==> src/design/lru_key_value_cache_assert.svh <==
// Assertion macros used by the cache datapath.
`ifndef LRU_KEY_VALUE_CACHE_ASSERT_SVH
`define LRU_KEY_VALUE_CACHE_ASSERT_SVH

// Same-cycle implication, checked outside reset.
`define LKV_ASSERT_NOW(label, clk, rst_n, ante, cons) \
    label: assert property (@(posedge clk) disable iff (!rst_n) (ante) |-> (cons)) \
        else $error("cache assertion failed");

// Next-cycle implication, checked outside reset.
`define LKV_ASSERT_NEXT(label, clk, rst_n, ante, cons) \
    label: assert property (@(posedge clk) disable iff (!rst_n) (ante) |=> (cons)) \
        else $error("cache assertion failed");

`endif

==> src/design/lkv_pkg.sv <==
// Shared constants and control types for the LRU key-value cache.
package lkv_pkg;

    localparam int ENTRIES_DEFAULT    = 16;
    localparam int KEY_BITS_DEFAULT   = 32;
    localparam int VALUE_BITS_DEFAULT = 32;

    // Capacity register.
    localparam int             CAP_BITS  = 5;
    localparam logic [CAP_BITS-1:0] CAP_RESET = 5'd16;

    // Request type codes.
    localparam logic REQ_GET = 1'b0;
    localparam logic REQ_PUT = 1'b1;

    // Commands from the controller to the datapath.
    typedef struct packed {
        logic req_ready;
        logic load_req;
        logic lookup;
        logic update;
    } lkv_cmd_t;

    // Status from the datapath to the controller.
    typedef struct packed {
        logic out_free;
    } lkv_status_t;

endpackage

==> src/design/lkv_if.sv <==
// Request and response channel interfaces for the LRU key-value cache.
interface lkv_req_if #(
    parameter int KEY_BITS   = 32,
    parameter int VALUE_BITS = 32
);
    logic                  valid;
    logic                  ready;
    logic                  req_type;
    logic [KEY_BITS-1:0]   key;
    logic [VALUE_BITS-1:0] value;

    modport source (output valid, output req_type, output key, output value, input ready);
    modport sink   (input valid, input req_type, input key, input value, output ready);
endinterface

interface lkv_rsp_if #(
    parameter int VALUE_BITS = 32
);
    logic                  valid;
    logic                  ready;
    logic                  hit;
    logic [VALUE_BITS-1:0] read_value;

    modport source (output valid, output hit, output read_value, input ready);
    modport sink   (input valid, input hit, input read_value, output ready);
endinterface

==> src/design/lkv_ctrl.sv <==
// Controller state machine: accept, lookup and update phases of a request.
module lkv_ctrl
    import lkv_pkg::*;
(
    input  logic        clk,
    input  logic        rst_n,
    input  logic        in_valid,
    input  lkv_status_t st,
    output lkv_cmd_t    cmd
);

    typedef enum logic [1:0] {
        S_IDLE,
        S_MATCH,
        S_UPDATE
    } state_t;

    state_t state_reg;
    state_t state_next;

    // Next state and command decode.
    always_comb
    begin
        state_next    = state_reg;
        cmd.req_ready = 1'b0;
        cmd.load_req  = 1'b0;
        cmd.lookup    = 1'b0;
        cmd.update    = 1'b0;
        unique case (state_reg)
            S_IDLE:
            begin
                cmd.req_ready = 1'b1;
                cmd.load_req  = in_valid;
                if (in_valid)
                begin
                    state_next = S_MATCH;
                end
            end
            S_MATCH:
            begin
                cmd.lookup = 1'b1;
                state_next = S_UPDATE;
            end
            S_UPDATE:
            begin
                // Hold here until the output register can take the result.
                if (st.out_free)
                begin
                    cmd.update = 1'b1;
                    state_next = S_IDLE;
                end
            end
            default:
            begin
                state_next = S_IDLE;
            end
        endcase
    end

    // State register.
    always_ff @(posedge clk or negedge rst_n)
    begin
        if (!rst_n)
        begin
            state_reg <= S_IDLE;
        end
        else
        begin
            state_reg <= state_next;
        end
    end

endmodule

==> src/design/lkv_datapath.sv <==
// Datapath: entry store, parallel key match, recency ranks and result register.
module lkv_datapath
    import lkv_pkg::*;
#(
    parameter int ENTRIES    = ENTRIES_DEFAULT,
    parameter int KEY_BITS   = KEY_BITS_DEFAULT,
    parameter int VALUE_BITS = VALUE_BITS_DEFAULT
)
(
    input  logic                  clk,
    input  logic                  rst_n,
    input  logic                  cfg_write_en,
    input  logic [CAP_BITS-1:0]   cfg_write_data,
    input  logic                  req_type,
    input  logic [KEY_BITS-1:0]   req_key,
    input  logic [VALUE_BITS-1:0] req_value,
    input  logic                  rsp_ready,
    input  lkv_cmd_t              cmd,
    output lkv_status_t           st,
    output logic                  rsp_valid,
    output logic                  rsp_hit,
    output logic [VALUE_BITS-1:0] rsp_read_value
);

`include "lru_key_value_cache_assert.svh"

    localparam int IDX_W = (ENTRIES > 1) ? $clog2(ENTRIES) : 1;
    localparam int CNT_W = $clog2(ENTRIES + 1);
    localparam int CMP_W = (CNT_W > CAP_BITS) ? CNT_W : CAP_BITS;

    // Configuration and request registers.
    logic [CAP_BITS-1:0]   capacity_reg;
    logic                  req_type_reg;
    logic [KEY_BITS-1:0]   req_key_reg;
    logic [VALUE_BITS-1:0] req_value_reg;

    // Entry store.
    logic [ENTRIES-1:0]    valid_reg;
    logic [KEY_BITS-1:0]   key_reg   [ENTRIES];
    logic [IDX_W-1:0]      rank_reg  [ENTRIES];
    logic [VALUE_BITS-1:0] value_mem [ENTRIES];
    logic [CNT_W-1:0]      count_reg;

    // Lookup results.
    logic                  hit_reg;
    logic                  fill_reg;
    logic [IDX_W-1:0]      target_reg;
    logic [IDX_W-1:0]      old_rank_reg;

    // Result register.
    logic                  out_valid_reg;
    logic                  out_hit_reg;
    logic                  out_gethit_reg;
    logic [VALUE_BITS-1:0] rd_data_reg;

    // Lookup logic.
    logic [ENTRIES-1:0]    match_vec;
    logic                  hit_any;
    logic [IDX_W-1:0]      found_idx;
    logic [IDX_W-1:0]      free_idx;
    logic [IDX_W-1:0]      oldest_idx;
    logic [IDX_W-1:0]      oldest_rank;
    logic [IDX_W-1:0]      hit_rank;
    logic [CMP_W-1:0]      cap_ext;
    logic [CMP_W-1:0]      cap_eff;
    logic                  fill_ok;
    logic                  is_put;
    logic                  put_miss;

    assign is_put   = (req_type_reg == REQ_PUT);
    assign put_miss = is_put && !hit_reg;

    // Effective capacity: zero acts as one, values above the entry count saturate.
    always_comb
    begin
        cap_ext = CMP_W'(capacity_reg);
        if (cap_ext == '0)
        begin
            cap_eff = CMP_W'(1);
        end
        else if (cap_ext > CMP_W'(ENTRIES))
        begin
            cap_eff = CMP_W'(ENTRIES);
        end
        else
        begin
            cap_eff = cap_ext;
        end
    end

    // The least recent valid entry always holds rank count-1.
    assign oldest_rank = IDX_W'(count_reg - CNT_W'(1));
    assign fill_ok     = (CMP_W'(count_reg) < cap_eff);

    // Parallel compare against every entry, then priority selection.
    always_comb
    begin
        found_idx  = '0;
        free_idx   = '0;
        oldest_idx = '0;
        hit_rank   = '0;
        for (int i = ENTRIES - 1; i >= 0; i--)
        begin
            match_vec[i] = valid_reg[i] && (key_reg[i] == req_key_reg);
            if (match_vec[i])
            begin
                found_idx = IDX_W'(i);
                hit_rank  = hit_rank | rank_reg[i];
            end
            if (!valid_reg[i])
            begin
                free_idx = IDX_W'(i);
            end
            if (valid_reg[i] && (rank_reg[i] == oldest_rank))
            begin
                oldest_idx = IDX_W'(i);
            end
        end
        hit_any = |match_vec;
    end

    // Configuration register.
    always_ff @(posedge clk or negedge rst_n)
    begin
        if (!rst_n)
        begin
            capacity_reg <= CAP_RESET;
        end
        else if (cfg_write_en)
        begin
            capacity_reg <= cfg_write_data;
        end
    end

    // Request capture and lookup results.
    always_ff @(posedge clk)
    begin
        if (cmd.load_req)
        begin
            req_type_reg  <= req_type;
            req_key_reg   <= req_key;
            req_value_reg <= req_value;
        end
        if (cmd.lookup)
        begin
            hit_reg      <= hit_any;
            fill_reg     <= !hit_any && fill_ok;
            target_reg   <= hit_any ? found_idx : (fill_ok ? free_idx : oldest_idx);
            old_rank_reg <= hit_any ? hit_rank : oldest_rank;
        end
    end

    // Valid bits, ranks and entry count.
    always_ff @(posedge clk or negedge rst_n)
    begin
        if (!rst_n)
        begin
            valid_reg <= '0;
            count_reg <= '0;
            for (int i = 0; i < ENTRIES; i++)
            begin
                rank_reg[i] <= '0;
            end
        end
        else if (cmd.update && (hit_reg || is_put))
        begin
            if (put_miss && fill_reg)
            begin
                valid_reg[target_reg] <= 1'b1;
                count_reg             <= count_reg + CNT_W'(1);
            end
            // Touch: the target becomes most recent; newer valid entries age by one, or all valid entries on a fill.
            for (int i = 0; i < ENTRIES; i++)
            begin
                if (IDX_W'(i) == target_reg)
                begin
                    rank_reg[i] <= '0;
                end
                else if (valid_reg[i] && ((put_miss && fill_reg) ||
                                          (rank_reg[i] < old_rank_reg)))
                begin
                    rank_reg[i] <= rank_reg[i] + IDX_W'(1);
                end
            end
        end
    end

    // Keys are written on every put that misses.
    always_ff @(posedge clk)
    begin
        if (cmd.update && put_miss)
        begin
            key_reg[target_reg] <= req_key_reg;
        end
    end

    // Value memory with registered read.
    always_ff @(posedge clk)
    begin
        if (cmd.update)
        begin
            if (is_put)
            begin
                value_mem[target_reg] <= req_value_reg;
            end
            rd_data_reg    <= value_mem[target_reg];
            out_hit_reg    <= hit_reg;
            out_gethit_reg <= hit_reg && !is_put;
        end
    end

    // Result valid flag.
    always_ff @(posedge clk or negedge rst_n)
    begin
        if (!rst_n)
        begin
            out_valid_reg <= 1'b0;
        end
        else if (cmd.update)
        begin
            out_valid_reg <= 1'b1;
        end
        else if (rsp_ready)
        begin
            out_valid_reg <= 1'b0;
        end
    end

    assign st.out_free     = !out_valid_reg || rsp_ready;
    assign rsp_valid       = out_valid_reg;
    assign rsp_hit         = out_hit_reg;
    assign rsp_read_value  = out_gethit_reg ? rd_data_reg : '0;

    // The entry count tracks the number of valid entries.
    `LKV_ASSERT_NOW(a_count_matches_valid, clk, rst_n, 1'b1,
        $countones(valid_reg) == int'(count_reg))
    // Keys are unique, so a lookup matches at most one entry.
    `LKV_ASSERT_NOW(a_single_match, clk, rst_n, cmd.lookup, $onehot0(match_vec))
    // A fill adds exactly one entry.
    `LKV_ASSERT_NEXT(a_fill_counts, clk, rst_n, cmd.update && put_miss && fill_reg,
        count_reg == $past(count_reg) + CNT_W'(1))
    // The result register is never overwritten while it holds an untaken word.
    `LKV_ASSERT_NOW(a_no_overwrite, clk, rst_n, cmd.update && out_valid_reg, rsp_ready)

endmodule

==> src/design/lru_key_value_cache.sv <==
// Top level of the fully associative LRU key-value cache.
// Each request word (get or put) passes through three phases in order: the
// accept phase, a lookup phase that compares the key against all entries in parallel and
// registers the chosen slot, and an update phase that writes the entry, rewrites the recency
// ranks and does the registered read of the value memory. The next word is accepted in the
// cycle after the update. Results wait in an output register, so a new word is accepted
// while an earlier result is still pending; a word whose lookup is done waits in its update
// phase until that register frees. Valid bits and ranks are cleared by reset directly, so
// there is no clearing pass. The capacity register may only be written while the cache is
// idle.
module lru_key_value_cache
    import lkv_pkg::*;
#(
    parameter int ENTRIES    = ENTRIES_DEFAULT,
    parameter int KEY_BITS   = KEY_BITS_DEFAULT,
    parameter int VALUE_BITS = VALUE_BITS_DEFAULT
)
(
    input  logic                clk,
    input  logic                rst_n,
    input  logic                cfg_write_en,
    input  logic [CAP_BITS-1:0] cfg_write_data,
    lkv_req_if.sink             req,
    lkv_rsp_if.source           rsp
);

    lkv_cmd_t    cmd;
    lkv_status_t st;

    // Request sequencing.
    lkv_ctrl u_ctrl (
        .clk      (clk),
        .rst_n    (rst_n),
        .in_valid (req.valid),
        .st       (st),
        .cmd      (cmd)
    );

    assign req.ready = cmd.req_ready;

    // Entry store and result register.
    lkv_datapath #(
        .ENTRIES    (ENTRIES),
        .KEY_BITS   (KEY_BITS),
        .VALUE_BITS (VALUE_BITS)
    ) u_datapath (
        .clk            (clk),
        .rst_n          (rst_n),
        .cfg_write_en   (cfg_write_en),
        .cfg_write_data (cfg_write_data),
        .req_type       (req.req_type),
        .req_key        (req.key),
        .req_value      (req.value),
        .rsp_ready      (rsp.ready),
        .cmd            (cmd),
        .st             (st),
        .rsp_valid      (rsp.valid),
        .rsp_hit        (rsp.hit),
        .rsp_read_value (rsp.read_value)
    );

endmodule
==> src/flat_wrapper.sv <==
// flat-port wrapper written by rule: the top's interface ports become plain ports
module lru_key_value_cache_flat import lkv_pkg::*;
#(
    parameter int ENTRIES    = ENTRIES_DEFAULT,
    parameter int KEY_BITS   = KEY_BITS_DEFAULT,
    parameter int VALUE_BITS = VALUE_BITS_DEFAULT
)
  (clk, rst_n, cfg_write_en, cfg_write_data, req_valid, req_req_type, req_key, req_value, req_ready, rsp_valid, rsp_hit, rsp_read_value, rsp_ready);
  lkv_req_if #(.KEY_BITS(KEY_BITS), .VALUE_BITS(VALUE_BITS)) req_i ();
  lkv_rsp_if #(.VALUE_BITS(VALUE_BITS)) rsp_i ();
  input  logic clk;
  input  logic rst_n;
  input  logic cfg_write_en;
  input  logic [CAP_BITS-1:0] cfg_write_data;
  input wire logic [$bits(req_i.valid)-1:0] req_valid;
  input wire logic [$bits(req_i.req_type)-1:0] req_req_type;
  input wire logic [$bits(req_i.key)-1:0] req_key;
  input wire logic [$bits(req_i.value)-1:0] req_value;
  output wire logic [$bits(req_i.ready)-1:0] req_ready;
  output wire logic [$bits(rsp_i.valid)-1:0] rsp_valid;
  output wire logic [$bits(rsp_i.hit)-1:0] rsp_hit;
  output wire logic [$bits(rsp_i.read_value)-1:0] rsp_read_value;
  input wire logic [$bits(rsp_i.ready)-1:0] rsp_ready;
  assign req_i.valid = req_valid;
  assign req_i.req_type = req_req_type;
  assign req_i.key = req_key;
  assign req_i.value = req_value;
  assign req_ready = req_i.ready;
  assign rsp_valid = rsp_i.valid;
  assign rsp_hit = rsp_i.hit;
  assign rsp_read_value = rsp_i.read_value;
  assign rsp_i.ready = rsp_ready;
  lru_key_value_cache #(.ENTRIES(ENTRIES), .KEY_BITS(KEY_BITS), .VALUE_BITS(VALUE_BITS)) u_core (.clk(clk), .rst_n(rst_n), .cfg_write_en(cfg_write_en), .cfg_write_data(cfg_write_data), .req(req_i), .rsp(rsp_i));
endmodule
==> config.mk <==
export PLATFORM = sky130hd
export DESIGN_NAME = lru_key_value_cache_flat
export DESIGN_NICKNAME = d
export VERILOG_FILES = /design/src/design/lkv_pkg.sv /design/src/design/lkv_if.sv /design/src/design/lkv_ctrl.sv /design/src/design/lkv_datapath.sv /design/src/design/lru_key_value_cache.sv /design/src/flat_wrapper.sv
export VERILOG_INCLUDE_DIRS = /design/src /design/src/design
export SDC_FILE = /design/constraint.sdc
export NUM_CORES = 2
export LEC_CHECK = 0
export ABC_AREA = 1
export BUFFER_PORTS_ARGS = -buffer_cell sky130_fd_sc_hd__buf_2
export CAP_MARGIN = 20
export CORE_ASPECT_RATIO = 0.6
export CORE_MARGIN = 2
export CORE_UTILIZATION = 60
export DETAILED_ROUTE_END_ITERATION = 8
export PLACE_DENSITY = 0.83
export SYNTH_ARGS = -nofsm -noshare
export SYNTH_HDL_FRONTEND = slang
export SYNTH_SLANG_ARGS = --single-unit
==> constraint.sdc <==
create_clock -name clk -period 6.4 [get_ports clk]
set_input_delay 1.92 -clock clk [delete_from_list [all_inputs] [get_ports clk]]
set_output_delay 1.92 -clock clk [all_outputs]
set_load 0.05 [all_outputs]
==> reports/results.ini <==
[sta]
fin_skew_ps = 44.3
hold_viol_final = 0
final.setup.tns_ps = 0
max_slew_margin = 0.200
setup_viol = 0
worstMarginPinSlew_ps = 1200
finalCriticalPeriod_ps = 4430
finalMaxSlewViolations = 0
finalWorstSetupSlack_ps = 1970
rsz0062_at_grt = false
period_share = 0.692
fmaxAchievable_mhz = 226

[pwr]
powerDensity_nw_per_um2 = 391
p_leak_nw = 21.0
power_w = 0.0226
ir_worst_vdd_mv = 0.407

[worst_setup_path]
path_class = flop to flop
startpoint_type = flop
cp_max_fo = 28
cp_data_arrival_time_ps = 4920
crit_required_ps = 6890
endpoint_kind = flop

[place]
place_area_um2 = 54000
dp_hpwl_um = 93800
port_buffers = 109
gp_congestion = 0.989
place_ws_ps = 1760

[cts]
post_cts_resized = 0
clock_latency_ps = 740
clk_pin_slew_ps = 70
root_buffer = clkbuf_16
ctsHoldBuffers = 0
post-cts-setup-buffers = 0
cts.sinks = 1226
cts_tree = done
htree_levels = 3
clockBufferDepth = 3
cts_buffers = 106

[yosys]
yosysSeqAreaShare = 0.697
avgSynthCellArea_um2 = 12.9
yosys_most_used_dff = edfxtp_1
ys_types = 68
postSynth.asyncResetShare = 0.0759
synthMuxAreaShare = 0
syn_nets = 4187
yosys_warnings = 0
synthAdderAreaFrac = 0.0168
synth_compound_area_frac = 0.110
syn_inst = 4042
ys_seq_elements = 1226
synth.cell_area_um2 = 52200
synth_xor_area_frac = 0.0324
synth-edff-count = 1133
synthSimpleGateAreaFrac = 0.103
synth_top_family_by_area = compound AO/OA/AOI/OAI gates

[global_route]
grt_max_degree = 131
first_global_vias = 34361
antenna_found_initial = 6
grt_pass1_wl_um = 221000
track_usage = 0.340
overflow = 0

[drt]
wire_per_inst_um = 28.3
num_vias = 36452
via_per_inst = 6.74
drt-initial-drc-count = 6938
ant_nets = 0
drtPass1Iterations = 9
wl_um = 153000
drc = 2

[die]
die_x_um = 385
boundaryPins = 110
initial_utilization = 0.608
rows = 83
die-height_um = 232
fp.coreArea_um2 = 85800
die_area_um2 = 89400

[layout]
final_area_um2 = 57900
finalNetCount = 4313
syn2layout_area_growth_pct = 11.1
fillerInstances = 5642
regArea_um2 = 36400
drive_gt1_frac = 0.120
multi_input_area_um2 = 13900

[job]
cap_viol_max_count = 0

[outcome]
violations = design-rule violations
status = finished with violations

[min_path]
hp-class = flop to flop

## synthesized netlist by cell type, types with 4 or more instances
library cell  instances  area, um^2
xor2_1              117        1020
nor4_1               27         169
inv_2                26        97.6
o221ai_1              5        43.8
o21ai_1              31         155
nand3b_1              5        37.5
o211ai_1             25         188
a21boi_0             20         150
a22oi_1             257        1930
buf_6                24         270
a21oi_1             183         916
dfrtp_1              92        2300
a221oi_1             13         114
ha_1                 70         876
xnor2_1              76         666
a2111oi_0            10        87.6
o2111ai_1            18         158
nand4_1              56         350
edfxtp_1           1133       34000
buf_4                24         180
or2_1                11        68.8
clkbuf_1             81         304
or2_0                12        75.1
nor3_1               47         235
nand3_1              86         430
buf_2                31         155
nor3_2                6        60.1
nor2_1              223         837
o21ai_0             157         786
or4_1                33         248
a21oi_2              15         131
inv_1               280        1050
and3_1                4        25.0
clkinv_1              4        15.0
nand2_2               6        37.5
inv_4                 5        31.3
nor4_2                7        87.6
a22o_1               15         131
or2_2                25         156
nor3b_1               6        45.0
nor2_2                7        43.8
o22ai_1             105         657
nand2_1             613        2300
a211oi_1             12        90.1
## cells in the final DEF (no fill, tap or decap), drive strengths merged, types with 10 or more instances in the layout
master,instances
xor2,117
clkinv,45
or2,48
nor3,54
buf,180
bufinv,16
or4,33
clkbuf,133
dfrtp,92
o2111ai,18
nand2,622
a221oi,16
nor4,34
a22o,15
o21ai,191
nor2,231
a21oi,198
ha,70
edfxtp,1133
nand4,58
a211oi,13
inv,315
a21boi,20
a2111oi,10
o211ai,26
nand3,89
a22oi,257
o22ai,105
xnor2,76
## area by class of cell
class | count | area share
inverter | 316 | 0.0209
clock inverter | 67 | 0.0148
timing repair buffer | 180 | 0.0216
clock buffer | 133 | 0.0499
sequential | 1226 | 0.628
multi-input combinational | 2338 | 0.240
tap | 1147 | 0.0248
antenna | 1 | 0.0000432
## kinds of logic (layout without fill, tap and decap cells)
kind of cell	count (synthesis)	after routing
DFF	1226	1226
and+or+nand+nor	1189	1189
AOI/OAI and AO/OA	886	886
buffers and inverters	478	696
xor gates and xnor gates	193	193
adders and majority gates	70	70
other	0	1
## final timing paths
path	to	slack, ps	startpoint	depth (start not counted)
worst max register to register	u_core.u_datapath.target_reg[0]	1970	u_core.u_datapath.count_reg[0]	21
worst min-delay path	u_core.u_datapath.count_reg[4]	490	u_core.u_datapath.count_reg[4]	1
max in group asynchronous	u_core.u_datapath.rank_reg[22]	4050	rst_n	2
min in group asynchronous	u_core.u_datapath.rank_reg[51]	1310	rst_n	1
worst min register to register	u_core.u_datapath.count_reg[4]	490	u_core.u_datapath.count_reg[4]	1
worst max-delay path	u_core.u_datapath.target_reg[0]	1970	u_core.u_datapath.count_reg[0]	21
## power breakdown
part           switching [W]  leakage, nW  internal (W)  total (W)
Clock                0.00304         1.81       0.00388    0.00692
Sequential          0.000660         11.3       0.00949     0.0101
Combinational        0.00400         7.81       0.00158    0.00558
Total                0.00770         21.0        0.0149     0.0226
## through the flow
step                      hold WS [ps]   util  cells
after CTS                          491  0.673   5399
after global routing               519  0.675   5408
final                              485  0.675   5408
after floorplan                    424      -   4042
after detailed placement           482  0.629   5199
after global placement             473  0.629   5198
## worst max-delay path, cell delays in order (launching register included)
cell and delay [ps]:
dfrtp_1 810, inv_2 450, ha_1 400, buf_4 220
inv_1 590, o22ai_1 200, nor4_1 310, nand2_1 150
nand2_1 100, nand2_1 50, nand2_1 120, nand2_1 60
nand2_1 110, nand2_1 60, nand2_1 70, nand2_1 60
nand2_1 90, nand2_1 50, nand2_1 60, nand2_1 60
a21oi_2 140, a21oi_2 40
## layer usage
metal,wire (um),global-route usage
met5,0,0
met4,6720,0.124
met3,28100,0.137
met2,61900,0.462
met1,56100,0.492
Note: power is estimated with default switching activity, not from simulation.
